File: src/hdl/swb_pkg.sv
// ----------------------------------------------------------------------------
// swb_pkg - shared definitions for the base-1626 seed word codec
// Field widths, command codes and the default word-list size.
// ----------------------------------------------------------------------------
package swb_pkg;

    // Field widths of the request and response beats
    localparam int unsigned WORD_W     = 32;
    localparam int unsigned IDX_IN_W   = 12;
    localparam int unsigned IDX_OUT_W  = 11;

    // Default number of words in the word list
    localparam int unsigned LIST_SIZE_DEFAULT = 1626;

    // Command codes
    typedef enum logic {
        CMD_ENCODE = 1'b0,
        CMD_DECODE = 1'b1
    } t_cmd;

    typedef logic [WORD_W-1:0]    t_word;
    typedef logic [IDX_IN_W-1:0]  t_idx_in;
    typedef logic [IDX_OUT_W-1:0] t_idx_out;

endpackage

File: src/hdl/swb_if.sv
// ----------------------------------------------------------------------------
// swb_if - request and response channels of the seed word codec
// Valid/ready channels; a beat moves on a clock edge with both high.
// ----------------------------------------------------------------------------
interface swb_req_if;
    import swb_pkg::*;

    logic    valid;
    logic    ready;
    t_cmd    cmd;
    t_word   seed_word;
    t_idx_in first_index;
    t_idx_in second_index;
    t_idx_in third_index;

    modport source (
        output valid, cmd, seed_word, first_index, second_index, third_index,
        input  ready
    );
    modport sink (
        input  valid, cmd, seed_word, first_index, second_index, third_index,
        output ready
    );
endinterface

interface swb_rsp_if;
    import swb_pkg::*;

    logic     valid;
    logic     ready;
    t_word    word_out;
    t_idx_out first_out;
    t_idx_out second_out;
    t_idx_out third_out;
    logic     ok;

    modport source (
        output valid, word_out, first_out, second_out, third_out, ok,
        input  ready
    );
    modport sink (
        input  valid, word_out, first_out, second_out, third_out, ok,
        output ready
    );
endinterface

File: src/hdl/swb_recip_div.sv
// ----------------------------------------------------------------------------
// swb_recip_div - registered division of a 32-bit word by a constant
// Multiplies by a rounded-up reciprocal and keeps the upper bits, which gives
// the exact floor quotient for every 32-bit dividend. One register stage.
// ----------------------------------------------------------------------------
module swb_recip_div #(
    parameter logic [63:0] DIVISOR = 64'(swb_pkg::LIST_SIZE_DEFAULT)
) (
    input  logic                i_clk,
    input  logic                i_en,
    input  swb_pkg::t_word      i_x,
    output swb_pkg::t_word      o_q
);
    import swb_pkg::*;

    localparam int unsigned LOG_D = $clog2(DIVISOR);
    localparam int unsigned SHIFT = WORD_W + LOG_D;
    // Divisors beyond the word range always give a zero quotient
    localparam bit BIG_D = (DIVISOR > 64'hFFFF_FFFF);
    localparam logic [127:0] RECIP_FULL =
        ((128'd1 << SHIFT) + {64'd0, DIVISOR} - 128'd1) / {64'd0, DIVISOR};
    localparam logic [WORD_W:0] RECIP = BIG_D ? '0 : RECIP_FULL[WORD_W:0];

    logic [2*WORD_W:0] w_prod;
    t_word             n_q;
    t_word             r_q;

    // Scale by the reciprocal and drop the fraction
    assign w_prod = {{(WORD_W+1){1'b0}}, i_x} * {{WORD_W{1'b0}}, RECIP};
    assign n_q    = WORD_W'(w_prod >> SHIFT);

    // Hold the quotient while the stage is stalled
    always_ff @(posedge i_clk) begin
        if (i_en) begin
            r_q <= n_q;
        end
    end

    assign o_q = r_q;

endmodule

File: src/hdl/seed_word_base1626_codec.sv
// ----------------------------------------------------------------------------
// seed_word_base1626_codec - seed word to word-index group codec
// Encodes a 32-bit seed word into three word-list indices, or decodes three
// indices back into the seed word and checks the result.
//
//   channel | dir | beat payload
//   --------+-----+--------------------------------------------------------
//   i_req   | in  | cmd, seed_word, first_index, second_index, third_index
//   o_rsp   | out | word_out, first_out, second_out, third_out, ok
//
// One beat in and one beat out per cycle while the receiver is ready; the stages are
// index residues, two multiplies, the word sum, the reciprocal multipliers,
// the remainder multiply-subtract and the final modular adds.
// Each stage carries its own valid bit and loads when it is empty or the
// stage after it moves on, so a stall holds every beat and bubbles close up.
// Reset (synchronous, active low) clears only the valid bits.
// ----------------------------------------------------------------------------
module seed_word_base1626_codec #(
    parameter int unsigned LIST_SIZE = swb_pkg::LIST_SIZE_DEFAULT
) (
    input  logic          i_clk,
    input  logic          i_rst_n,
    swb_req_if.sink       i_req,
    swb_rsp_if.source     o_rsp
);
    import swb_pkg::*;

    localparam int unsigned RES_W = $clog2(LIST_SIZE);
    localparam logic [63:0] DIV1  = 64'(LIST_SIZE);
    localparam logic [63:0] DIV2  = DIV1 * DIV1;
    localparam logic [63:0] DIV3  = DIV2 * DIV1;
    localparam t_word       N_W   = WORD_W'(LIST_SIZE);
    localparam t_word       N2_W  = WORD_W'(DIV2);
    localparam logic [IDX_IN_W:0] N_IDX = (IDX_IN_W+1)'(LIST_SIZE);
    localparam logic [RES_W:0]    N_RES = (RES_W+1)'(LIST_SIZE);

    // Stage handshake
    logic [6:1] r_v;
    logic [6:1] w_en;

    // Stage 1: range check and index differences
    t_cmd              r1_cmd;
    t_word             r1_x;
    t_idx_in           r1_a;
    logic              r1_inrange;
    logic [RES_W-1:0]  r1_d1;
    logic [RES_W-1:0]  r1_d2;
    logic [IDX_IN_W:0] w_s1;
    logic [IDX_IN_W:0] w_s2;
    logic [RES_W-1:0]  n1_d1;
    logic [RES_W-1:0]  n1_d2;
    logic              n1_inrange;

    // Stage 2: weighted terms
    t_cmd    r2_cmd;
    t_word   r2_x;
    t_idx_in r2_a;
    logic    r2_inrange;
    t_word   r2_t1;
    t_word   r2_t2;

    // Stage 3: common word
    t_cmd    r3_cmd;
    t_word   r3_x;
    t_idx_in r3_a;
    logic    r3_inrange;
    t_word   n3_x;

    // Stage 4: quotients (inside the dividers) and side band
    t_cmd    r4_cmd;
    t_word   r4_x;
    t_idx_in r4_a;
    logic    r4_inrange;
    t_word   w_q1;
    t_word   w_q2;
    t_word   w_q3;

    // Stage 5: remainders
    t_cmd             r5_cmd;
    t_word            r5_x;
    t_idx_in          r5_a;
    logic             r5_inrange;
    logic [RES_W-1:0] r5_r1;
    logic [RES_W-1:0] r5_r2;
    logic [RES_W-1:0] r5_r3;

    // Stage 6: output register
    t_cmd             r6_cmd;
    t_word            r6_word;
    t_idx_out         r6_first;
    t_idx_out         r6_second;
    t_idx_out         r6_third;
    logic             r6_ok;
    logic [RES_W:0]   w_sum_b;
    logic [RES_W:0]   w_b;
    logic [RES_W:0]   w_sum_c;
    logic [RES_W:0]   w_c;
    logic             w_dec_ok;

    // Load a stage when it is empty or its contents move on
    always_comb begin
        w_en[6] = !r_v[6] || o_rsp.ready;
        for (int k = 5; k >= 1; k--) begin
            w_en[k] = !r_v[k] || w_en[k+1];
        end
    end

    assign i_req.ready = w_en[1];

    // Advance the valid bits
    always_ff @(posedge i_clk) begin
        if (!i_rst_n) begin
            r_v <= '0;
        end else begin
            if (w_en[1]) begin
                r_v[1] <= i_req.valid;
            end
            for (int k = 2; k <= 6; k++) begin
                if (w_en[k]) begin
                    r_v[k] <= r_v[k-1];
                end
            end
        end
    end

    // Stage 1: differences of neighbouring indices modulo the list size
    always_comb begin
        n1_inrange = ({1'b0, i_req.first_index}  < N_IDX) &&
                     ({1'b0, i_req.second_index} < N_IDX) &&
                     ({1'b0, i_req.third_index}  < N_IDX);
        w_s1 = N_IDX - {1'b0, i_req.first_index} + {1'b0, i_req.second_index};
        w_s2 = N_IDX - {1'b0, i_req.second_index} + {1'b0, i_req.third_index};
        n1_d1 = RES_W'((w_s1 >= N_IDX) ? (w_s1 - N_IDX) : w_s1);
        n1_d2 = RES_W'((w_s2 >= N_IDX) ? (w_s2 - N_IDX) : w_s2);
    end

    always_ff @(posedge i_clk) begin
        if (w_en[1]) begin
            r1_cmd     <= i_req.cmd;
            r1_x       <= i_req.seed_word;
            r1_a       <= i_req.first_index;
            r1_inrange <= n1_inrange;
            r1_d1      <= n1_d1;
            r1_d2      <= n1_d2;
        end
    end

    // Stage 2: weight the differences by N and N squared, modulo 2^32
    always_ff @(posedge i_clk) begin
        if (w_en[2]) begin
            r2_cmd     <= r1_cmd;
            r2_x       <= r1_x;
            r2_a       <= r1_a;
            r2_inrange <= r1_inrange;
            r2_t1      <= N_W * WORD_W'(r1_d1);
            r2_t2      <= N2_W * WORD_W'(r1_d2);
        end
    end

    // Stage 3: pick the seed word or assemble the decoded one
    assign n3_x = (r2_cmd == CMD_DECODE) ? (WORD_W'(r2_a) + r2_t1 + r2_t2) : r2_x;

    always_ff @(posedge i_clk) begin
        if (w_en[3]) begin
            r3_cmd     <= r2_cmd;
            r3_x       <= n3_x;
            r3_a       <= r2_a;
            r3_inrange <= r2_inrange;
        end
    end

    // Stage 4: quotients by N, N squared and N cubed
    swb_recip_div #(.DIVISOR(DIV1)) u_div1 (
        .i_clk (i_clk), .i_en (w_en[4]), .i_x (r3_x), .o_q (w_q1)
    );
    swb_recip_div #(.DIVISOR(DIV2)) u_div2 (
        .i_clk (i_clk), .i_en (w_en[4]), .i_x (r3_x), .o_q (w_q2)
    );
    swb_recip_div #(.DIVISOR(DIV3)) u_div3 (
        .i_clk (i_clk), .i_en (w_en[4]), .i_x (r3_x), .o_q (w_q3)
    );

    always_ff @(posedge i_clk) begin
        if (w_en[4]) begin
            r4_cmd     <= r3_cmd;
            r4_x       <= r3_x;
            r4_a       <= r3_a;
            r4_inrange <= r3_inrange;
        end
    end

    // Stage 5: base-N digits from consecutive quotients
    always_ff @(posedge i_clk) begin
        if (w_en[5]) begin
            r5_cmd     <= r4_cmd;
            r5_x       <= r4_x;
            r5_a       <= r4_a;
            r5_inrange <= r4_inrange;
            r5_r1      <= RES_W'(r4_x - w_q1 * N_W);
            r5_r2      <= RES_W'(w_q1 - w_q2 * N_W);
            r5_r3      <= RES_W'(w_q2 - w_q3 * N_W);
        end
    end

    // Stage 6: chain the digits into indices, or check the decoded word
    always_comb begin
        w_sum_b  = {1'b0, r5_r2} + {1'b0, r5_r1};
        w_b      = (w_sum_b >= N_RES) ? (w_sum_b - N_RES) : w_sum_b;
        w_sum_c  = {1'b0, r5_r3} + w_b;
        w_c      = (w_sum_c >= N_RES) ? (w_sum_c - N_RES) : w_sum_c;
        w_dec_ok = r5_inrange && (IDX_IN_W'(r5_r1) == r5_a);
    end

    always_ff @(posedge i_clk) begin
        if (w_en[6]) begin
            r6_cmd <= r5_cmd;
            if (r5_cmd == CMD_DECODE) begin
                r6_word   <= w_dec_ok ? r5_x : '0;
                r6_first  <= '0;
                r6_second <= '0;
                r6_third  <= '0;
                r6_ok     <= w_dec_ok;
            end else begin
                r6_word   <= '0;
                r6_first  <= IDX_OUT_W'(r5_r1);
                r6_second <= IDX_OUT_W'(w_b);
                r6_third  <= IDX_OUT_W'(w_c);
                r6_ok     <= 1'b1;
            end
        end
    end

    assign o_rsp.valid      = r_v[6];
    assign o_rsp.word_out   = r6_word;
    assign o_rsp.first_out  = r6_first;
    assign o_rsp.second_out = r6_second;
    assign o_rsp.third_out  = r6_third;
    assign o_rsp.ok         = r6_ok;

    // Encode beats always leave flagged good
    a_encode_ok: assert property (@(posedge i_clk) disable iff (!i_rst_n)
        (r_v[6] && (r6_cmd == CMD_ENCODE)) |-> r6_ok)
        else $error("encode beat left with ok low");

    // Encode digits stay below the list size
    a_digits_range: assert property (@(posedge i_clk) disable iff (!i_rst_n)
        (r_v[5] && (r5_cmd == CMD_ENCODE)) |->
        ((r5_r1 < N_RES) && (r5_r2 < N_RES) && (r5_r3 < N_RES)))
        else $error("base-N digit out of range");

    // A stalled output holds the beat behind it
    a_stall_hold: assert property (@(posedge i_clk) disable iff (!i_rst_n)
        (r_v[5] && r_v[6] && !o_rsp.ready) |=> (r_v[5] && $stable(r5_x)))
        else $error("stage five beat lost under stall");

    // A new output beat comes from a filled stage five
    a_out_source: assert property (@(posedge i_clk) disable iff (!i_rst_n)
        $rose(r_v[6]) |-> $past(r_v[5]))
        else $error("output beat without a source");

endmodule

File: src/flat_wrapper.sv
// flat-port wrapper written by rule: the top's interface ports become plain ports
module seed_word_base1626_codec_flat import swb_pkg::*;
#(
    parameter int unsigned LIST_SIZE = swb_pkg::LIST_SIZE_DEFAULT
)
  (i_clk, i_rst_n, i_req_valid, i_req_cmd, i_req_seed_word, i_req_first_index, i_req_second_index, i_req_third_index, i_req_ready, o_rsp_valid, o_rsp_word_out, o_rsp_first_out, o_rsp_second_out, o_rsp_third_out, o_rsp_ok, o_rsp_ready);
  swb_req_if i_req_i ();
  swb_rsp_if o_rsp_i ();
  input  logic i_clk;
  input  logic i_rst_n;
  input wire logic [$bits(i_req_i.valid)-1:0] i_req_valid;
  input wire logic [$bits(i_req_i.cmd)-1:0] i_req_cmd;
  input wire logic [$bits(i_req_i.seed_word)-1:0] i_req_seed_word;
  input wire logic [$bits(i_req_i.first_index)-1:0] i_req_first_index;
  input wire logic [$bits(i_req_i.second_index)-1:0] i_req_second_index;
  input wire logic [$bits(i_req_i.third_index)-1:0] i_req_third_index;
  output wire logic [$bits(i_req_i.ready)-1:0] i_req_ready;
  output wire logic [$bits(o_rsp_i.valid)-1:0] o_rsp_valid;
  output wire logic [$bits(o_rsp_i.word_out)-1:0] o_rsp_word_out;
  output wire logic [$bits(o_rsp_i.first_out)-1:0] o_rsp_first_out;
  output wire logic [$bits(o_rsp_i.second_out)-1:0] o_rsp_second_out;
  output wire logic [$bits(o_rsp_i.third_out)-1:0] o_rsp_third_out;
  output wire logic [$bits(o_rsp_i.ok)-1:0] o_rsp_ok;
  input wire logic [$bits(o_rsp_i.ready)-1:0] o_rsp_ready;
  assign i_req_i.valid = i_req_valid;
  assign i_req_i.cmd = i_req_cmd;
  assign i_req_i.seed_word = i_req_seed_word;
  assign i_req_i.first_index = i_req_first_index;
  assign i_req_i.second_index = i_req_second_index;
  assign i_req_i.third_index = i_req_third_index;
  assign i_req_ready = i_req_i.ready;
  assign o_rsp_valid = o_rsp_i.valid;
  assign o_rsp_word_out = o_rsp_i.word_out;
  assign o_rsp_first_out = o_rsp_i.first_out;
  assign o_rsp_second_out = o_rsp_i.second_out;
  assign o_rsp_third_out = o_rsp_i.third_out;
  assign o_rsp_ok = o_rsp_i.ok;
  assign o_rsp_i.ready = o_rsp_ready;
  seed_word_base1626_codec #(.LIST_SIZE(LIST_SIZE)) u_core (.i_clk(i_clk), .i_rst_n(i_rst_n), .i_req(i_req_i), .o_rsp(o_rsp_i));
endmodule
File: config.mk
export PLATFORM = sky130hd
export DESIGN_NAME = seed_word_base1626_codec_flat
export DESIGN_NICKNAME = d
export VERILOG_FILES = /design/src/hdl/swb_pkg.sv /design/src/hdl/swb_if.sv /design/src/hdl/swb_recip_div.sv /design/src/hdl/seed_word_base1626_codec.sv /design/src/flat_wrapper.sv
export SDC_FILE = /design/constraint.sdc
export NUM_CORES = 2
export LEC_CHECK = 0
export BUFFER_PORTS_ARGS = -buffer_cell sky130_fd_sc_hd__buf_4
export CAP_MARGIN = 5
export CORE_UTILIZATION = 45
export CTS_CLUSTER_DIAMETER = 50
export CTS_CLUSTER_SIZE = 12
export DETAILED_ROUTE_END_ITERATION = 10
export PLACE_DENSITY_LB_ADDON = 0.1
export SLEW_MARGIN = 20
export SYNTH_ARGS = -nofsm -noshare
export SYNTH_HDL_FRONTEND = slang
export SYNTH_SLANG_ARGS = --single-unit
File: constraint.sdc
create_clock -name i_clk -period 7.1 [get_ports i_clk]
set_input_delay 0.355 -clock i_clk [delete_from_list [all_inputs] [get_ports i_clk]]
set_output_delay 0.355 -clock i_clk [all_outputs]
set_load 0.01 [all_outputs]
==> impl_metrics.env <==
export IMPL_synth_cell_types=77
export IMPL_max_freq_ghz=0.135
export IMPL_clk_pin_slew_ns=0.06
export IMPL_core_area_um2=124000
export IMPL_vias=37000
export IMPL_arrival_ns=7.82
export IMPL_ys_ff_latch=429
export IMPL_period_share_pct=105
export IMPL_synth_compound_area_share_pct=6.12
export IMPL_synth_edf_count=423
export IMPL_fill_cells=11000
export IMPL_cts_tree="done"
export IMPL_viasPerCell=5.06
export IMPL_worst_slew_pin_slew_ns=0.941
export IMPL_portBuffers=140
export IMPL_avgSynthCellArea_um2=11.3
export IMPL_rsz0062_at_grt="yes"
export IMPL_fp_dieH_um=355
export IMPL_synth_fa_ha_area_share_pct=53.2
export IMPL_synth_cells=4949
export IMPL_synth_main_ff_cell="edfxtp_1"
export IMPL_synth_top_family_by_area="adder cells"
export IMPL_post_route_min_period_ns=7.43
export IMPL_areaGrowthSynthToFinish_pct=18.2
export IMPL_netlist_area_um2=56200
export IMPL_setup_viol=14
export IMPL_synth_nets=6902
export IMPL_std_cell_rows=129
export IMPL_wl_mm=163
export IMPL_worstPathRequired_ns=7.49
export IMPL_drc_errors=44
export IMPL_grtUsageTotal_pct=26.5
export IMPL_clkLatencyLatePin_ns=0.64
export IMPL_drt_iter0_markers=2131
export IMPL_dr_pass1_iters=8
export IMPL_worst_setup_path_type="register to register"
export IMPL_place_area_um2=62500
export IMPL_synthMuxAreaShare_pct=0.512
export IMPL_layout_common_cells="inv_1 (1282), ha_1 (976), fa_1 (800), buf_4 (558), edfxtp_1 (423)"
export IMPL_yosys_area_share_simple_pct=4.58
export IMPL_crit_path_start_kind="register"
export IMPL_yosysWarnings=0
export IMPL_hold_viol=0
export IMPL_grt_overflow_total=0
export IMPL_synth_xor_area_share_pct=3.62
export IMPL_final_layout_size_suffix_gt1_share_pct=16.7
export IMPL_gp_congestion=0.978
export IMPL_start_util_pct=45.4
export IMPL_drv_cap=0
export IMPL_numClockSinks=429
export IMPL_worstHoldPathType="primary input to register"
export IMPL_dieArea_um2=126000
export IMPL_grt_max_degree=79
export IMPL_fin_ws_ns=-0.330
export IMPL_io_pins=141
export IMPL_r2r_cells=24
export IMPL_dp_cells=7117
export IMPL_antenna_found_initial=16
export IMPL_violations="DRC, setup timing"
export IMPL_instances_no_fill=7317
export IMPL_fin_nets=7589
export IMPL_h_tree_depth=2
export IMPL_yosysSeqAreaShare_pct=22.8
export IMPL_slew_viol_final=0
export IMPL_status="complete, but fails checks"
export IMPL_ant_nets=0
export IMPL_cts_root_buffer_cell="clkbuf_16"
export IMPL_final_cell_area_um2=66400
export IMPL_cts_inserted_buffers=58
export IMPL_skew_ns=0.0307
export IMPL_post_route_util_pct=53.6
export IMPL_grt_first_pass_wirelength_mm=245
export IMPL_cp_end_kind="register"
export IMPL_critical_path_peak_fanout=4
export IMPL_relSlewSlack_pct=37.3
export IMPL_dp_hpwl_mm=143
export IMPL_final_common_cell="inv_1"
export IMPL_die_width_um=355
export IMPL_grt_pass1_vias=39400
export IMPL_async_flop_share_pct=0
export IMPL_cts_buffer_depth=3
export IMPL_whs_path_depth=3
export IMPL_wl_per_cell_um=22.3
stage by stage:
| step | setup TNS (ns) | setup slack, ns | hold WS (ns) |
|---|---|---|---|
| 6_report | -2.81 | -0.330 | 0.143 |
| 5_1_grt | -5.29 | -0.462 | 0.141 |
| 3_5_place_dp | -11.15 | -0.861 | 0.405 |
| 3_3_place_gp | -10.49 | -0.749 | 0.401 |
| 2_1_floorplan | -0.0890 | -0.0657 | 0.400 |
| 4_1_cts | -1.75 | -0.238 | 0.0636 |
worst max-delay path: stages (launching register included):
cell       delay [ns]
edfxtp_1         0.41
buf_6            0.15
fa_2             0.50
buf_6            0.16
fa_1             0.50
inv_1            0.05
fa_1             0.48
inv_1            0.05
fa_1             0.46
fa_1             0.52
fa_1             0.58
fa_1             0.45
fa_1             0.61
ha_1             0.26
a21boi_1         0.14
o31a_1           0.40
nor4_4           0.33
o211ai_1         0.19
clkbuf_16        0.21
buf_4            0.14
a21oi_4          0.16
buf_6            0.13
o21bai_4         0.07
buf_4            0.14
xor2_1           0.13
cells by family after synthesis:
group	count (synthesis)
muxes	26
AOI/OAI and AO/OA	515
adders and majority gates	1880
buffers and inverters	1368
and+or+nand+nor	499
DFF	429
xor gates and xnor gates	232
cell usage after synthesis (all sizes together) (12+ instances only):
library cell / n / area share [%]
o311ai: 12 / 0.19
a31oi: 16 / 0.18
o21a: 21 / 0.28
mux2: 22 / 0.44
fa: 844 / 30
xnor2: 156 / 2.4
o21bai: 24 / 0.32
and3: 25 / 0.28
a21oi: 147 / 1.3
nand3: 44 / 0.39
nor2b: 45 / 0.50
o21ai: 82 / 0.73
ha: 1036 / 23
nand2b: 14 / 0.16
nor2: 116 / 0.78
a211oi: 18 / 0.24
o211ai: 17 / 0.24
edfxtp: 423 / 23
a21o: 89 / 1.2
or2: 12 / 0.13
nand2: 88 / 0.59
inv: 1342 / 9.0
nor3: 44 / 0.39
xor2: 76 / 1.2
nand4: 19 / 0.21
clkbuf: 21 / 0.14
and2: 44 / 0.49
timing repair:
action | 4_1_cts | 5_1_grt
pin swaps | 105 | 151
buffers inserted | 23 | 30
gates cloned | 0 | 0
endpoints found under the setup margin | 21 | 21
resized for setup | 117 | 137
hold endpoints to repair | 51 | 0
hold buffers | 47 | 0
registers in the layout (all words and copies together) (netlist names), 12 cells and up:
name	cells
u_core.o_rsp.word_out	32
u_core.r1_x	32
u_core.r2_x	32
u_core.r3_x	32
u_core.r4_x	32
u_core.r5_x	31
u_core.r2_t2	30
u_core.r2_t1	21
u_core.r1_a	12
u_core.r2_a	12
u_core.r3_a	12
u_core.r4_a	12
u_core.r5_a	12
routing by layer:
metal | vias up | part of all wire, % | global-route usage, %
li1 | 17400 | - | -
met1 | 18500 | 44 | 36.2
met2 | 880 | 46 | 42.5
met3 | 226 | 6.6 | 5.72
met4 | 2 | 3.3 | 7.52
met5 | - | 0.0080 | 0
final timing paths:
path	startpoint	endpoint	slack, ns
setup / recovery	u_core.r3_x[13]	u_core.u_div2.o_q[2]	-0.33
hold / removal	o_rsp_ready	u_core.r_v[6]	0.14
setup reg to reg	u_core.r3_x[13]	u_core.u_div2.o_q[2]	-0.33
hold reg to reg	u_core.r4_x[28]	u_core.r5_x[28]	0.41
final cells by class:
class	count	area (µm²)	share of cell area (%)
clock inverter	30	347	0.522
tap	1637	2050	3.09
antenna	2	5.00	0.00754
clock buffer	72	1550	2.33
multi-input combinational	3152	39200	59.1
timing repair buffer	653	5370	8.08
inverter	1342	5040	7.60
sequential	429	12800	19.3
Power is not shown: default switching activity piles up to over one toggle a cycle in this logic, so the estimate is an artifact.
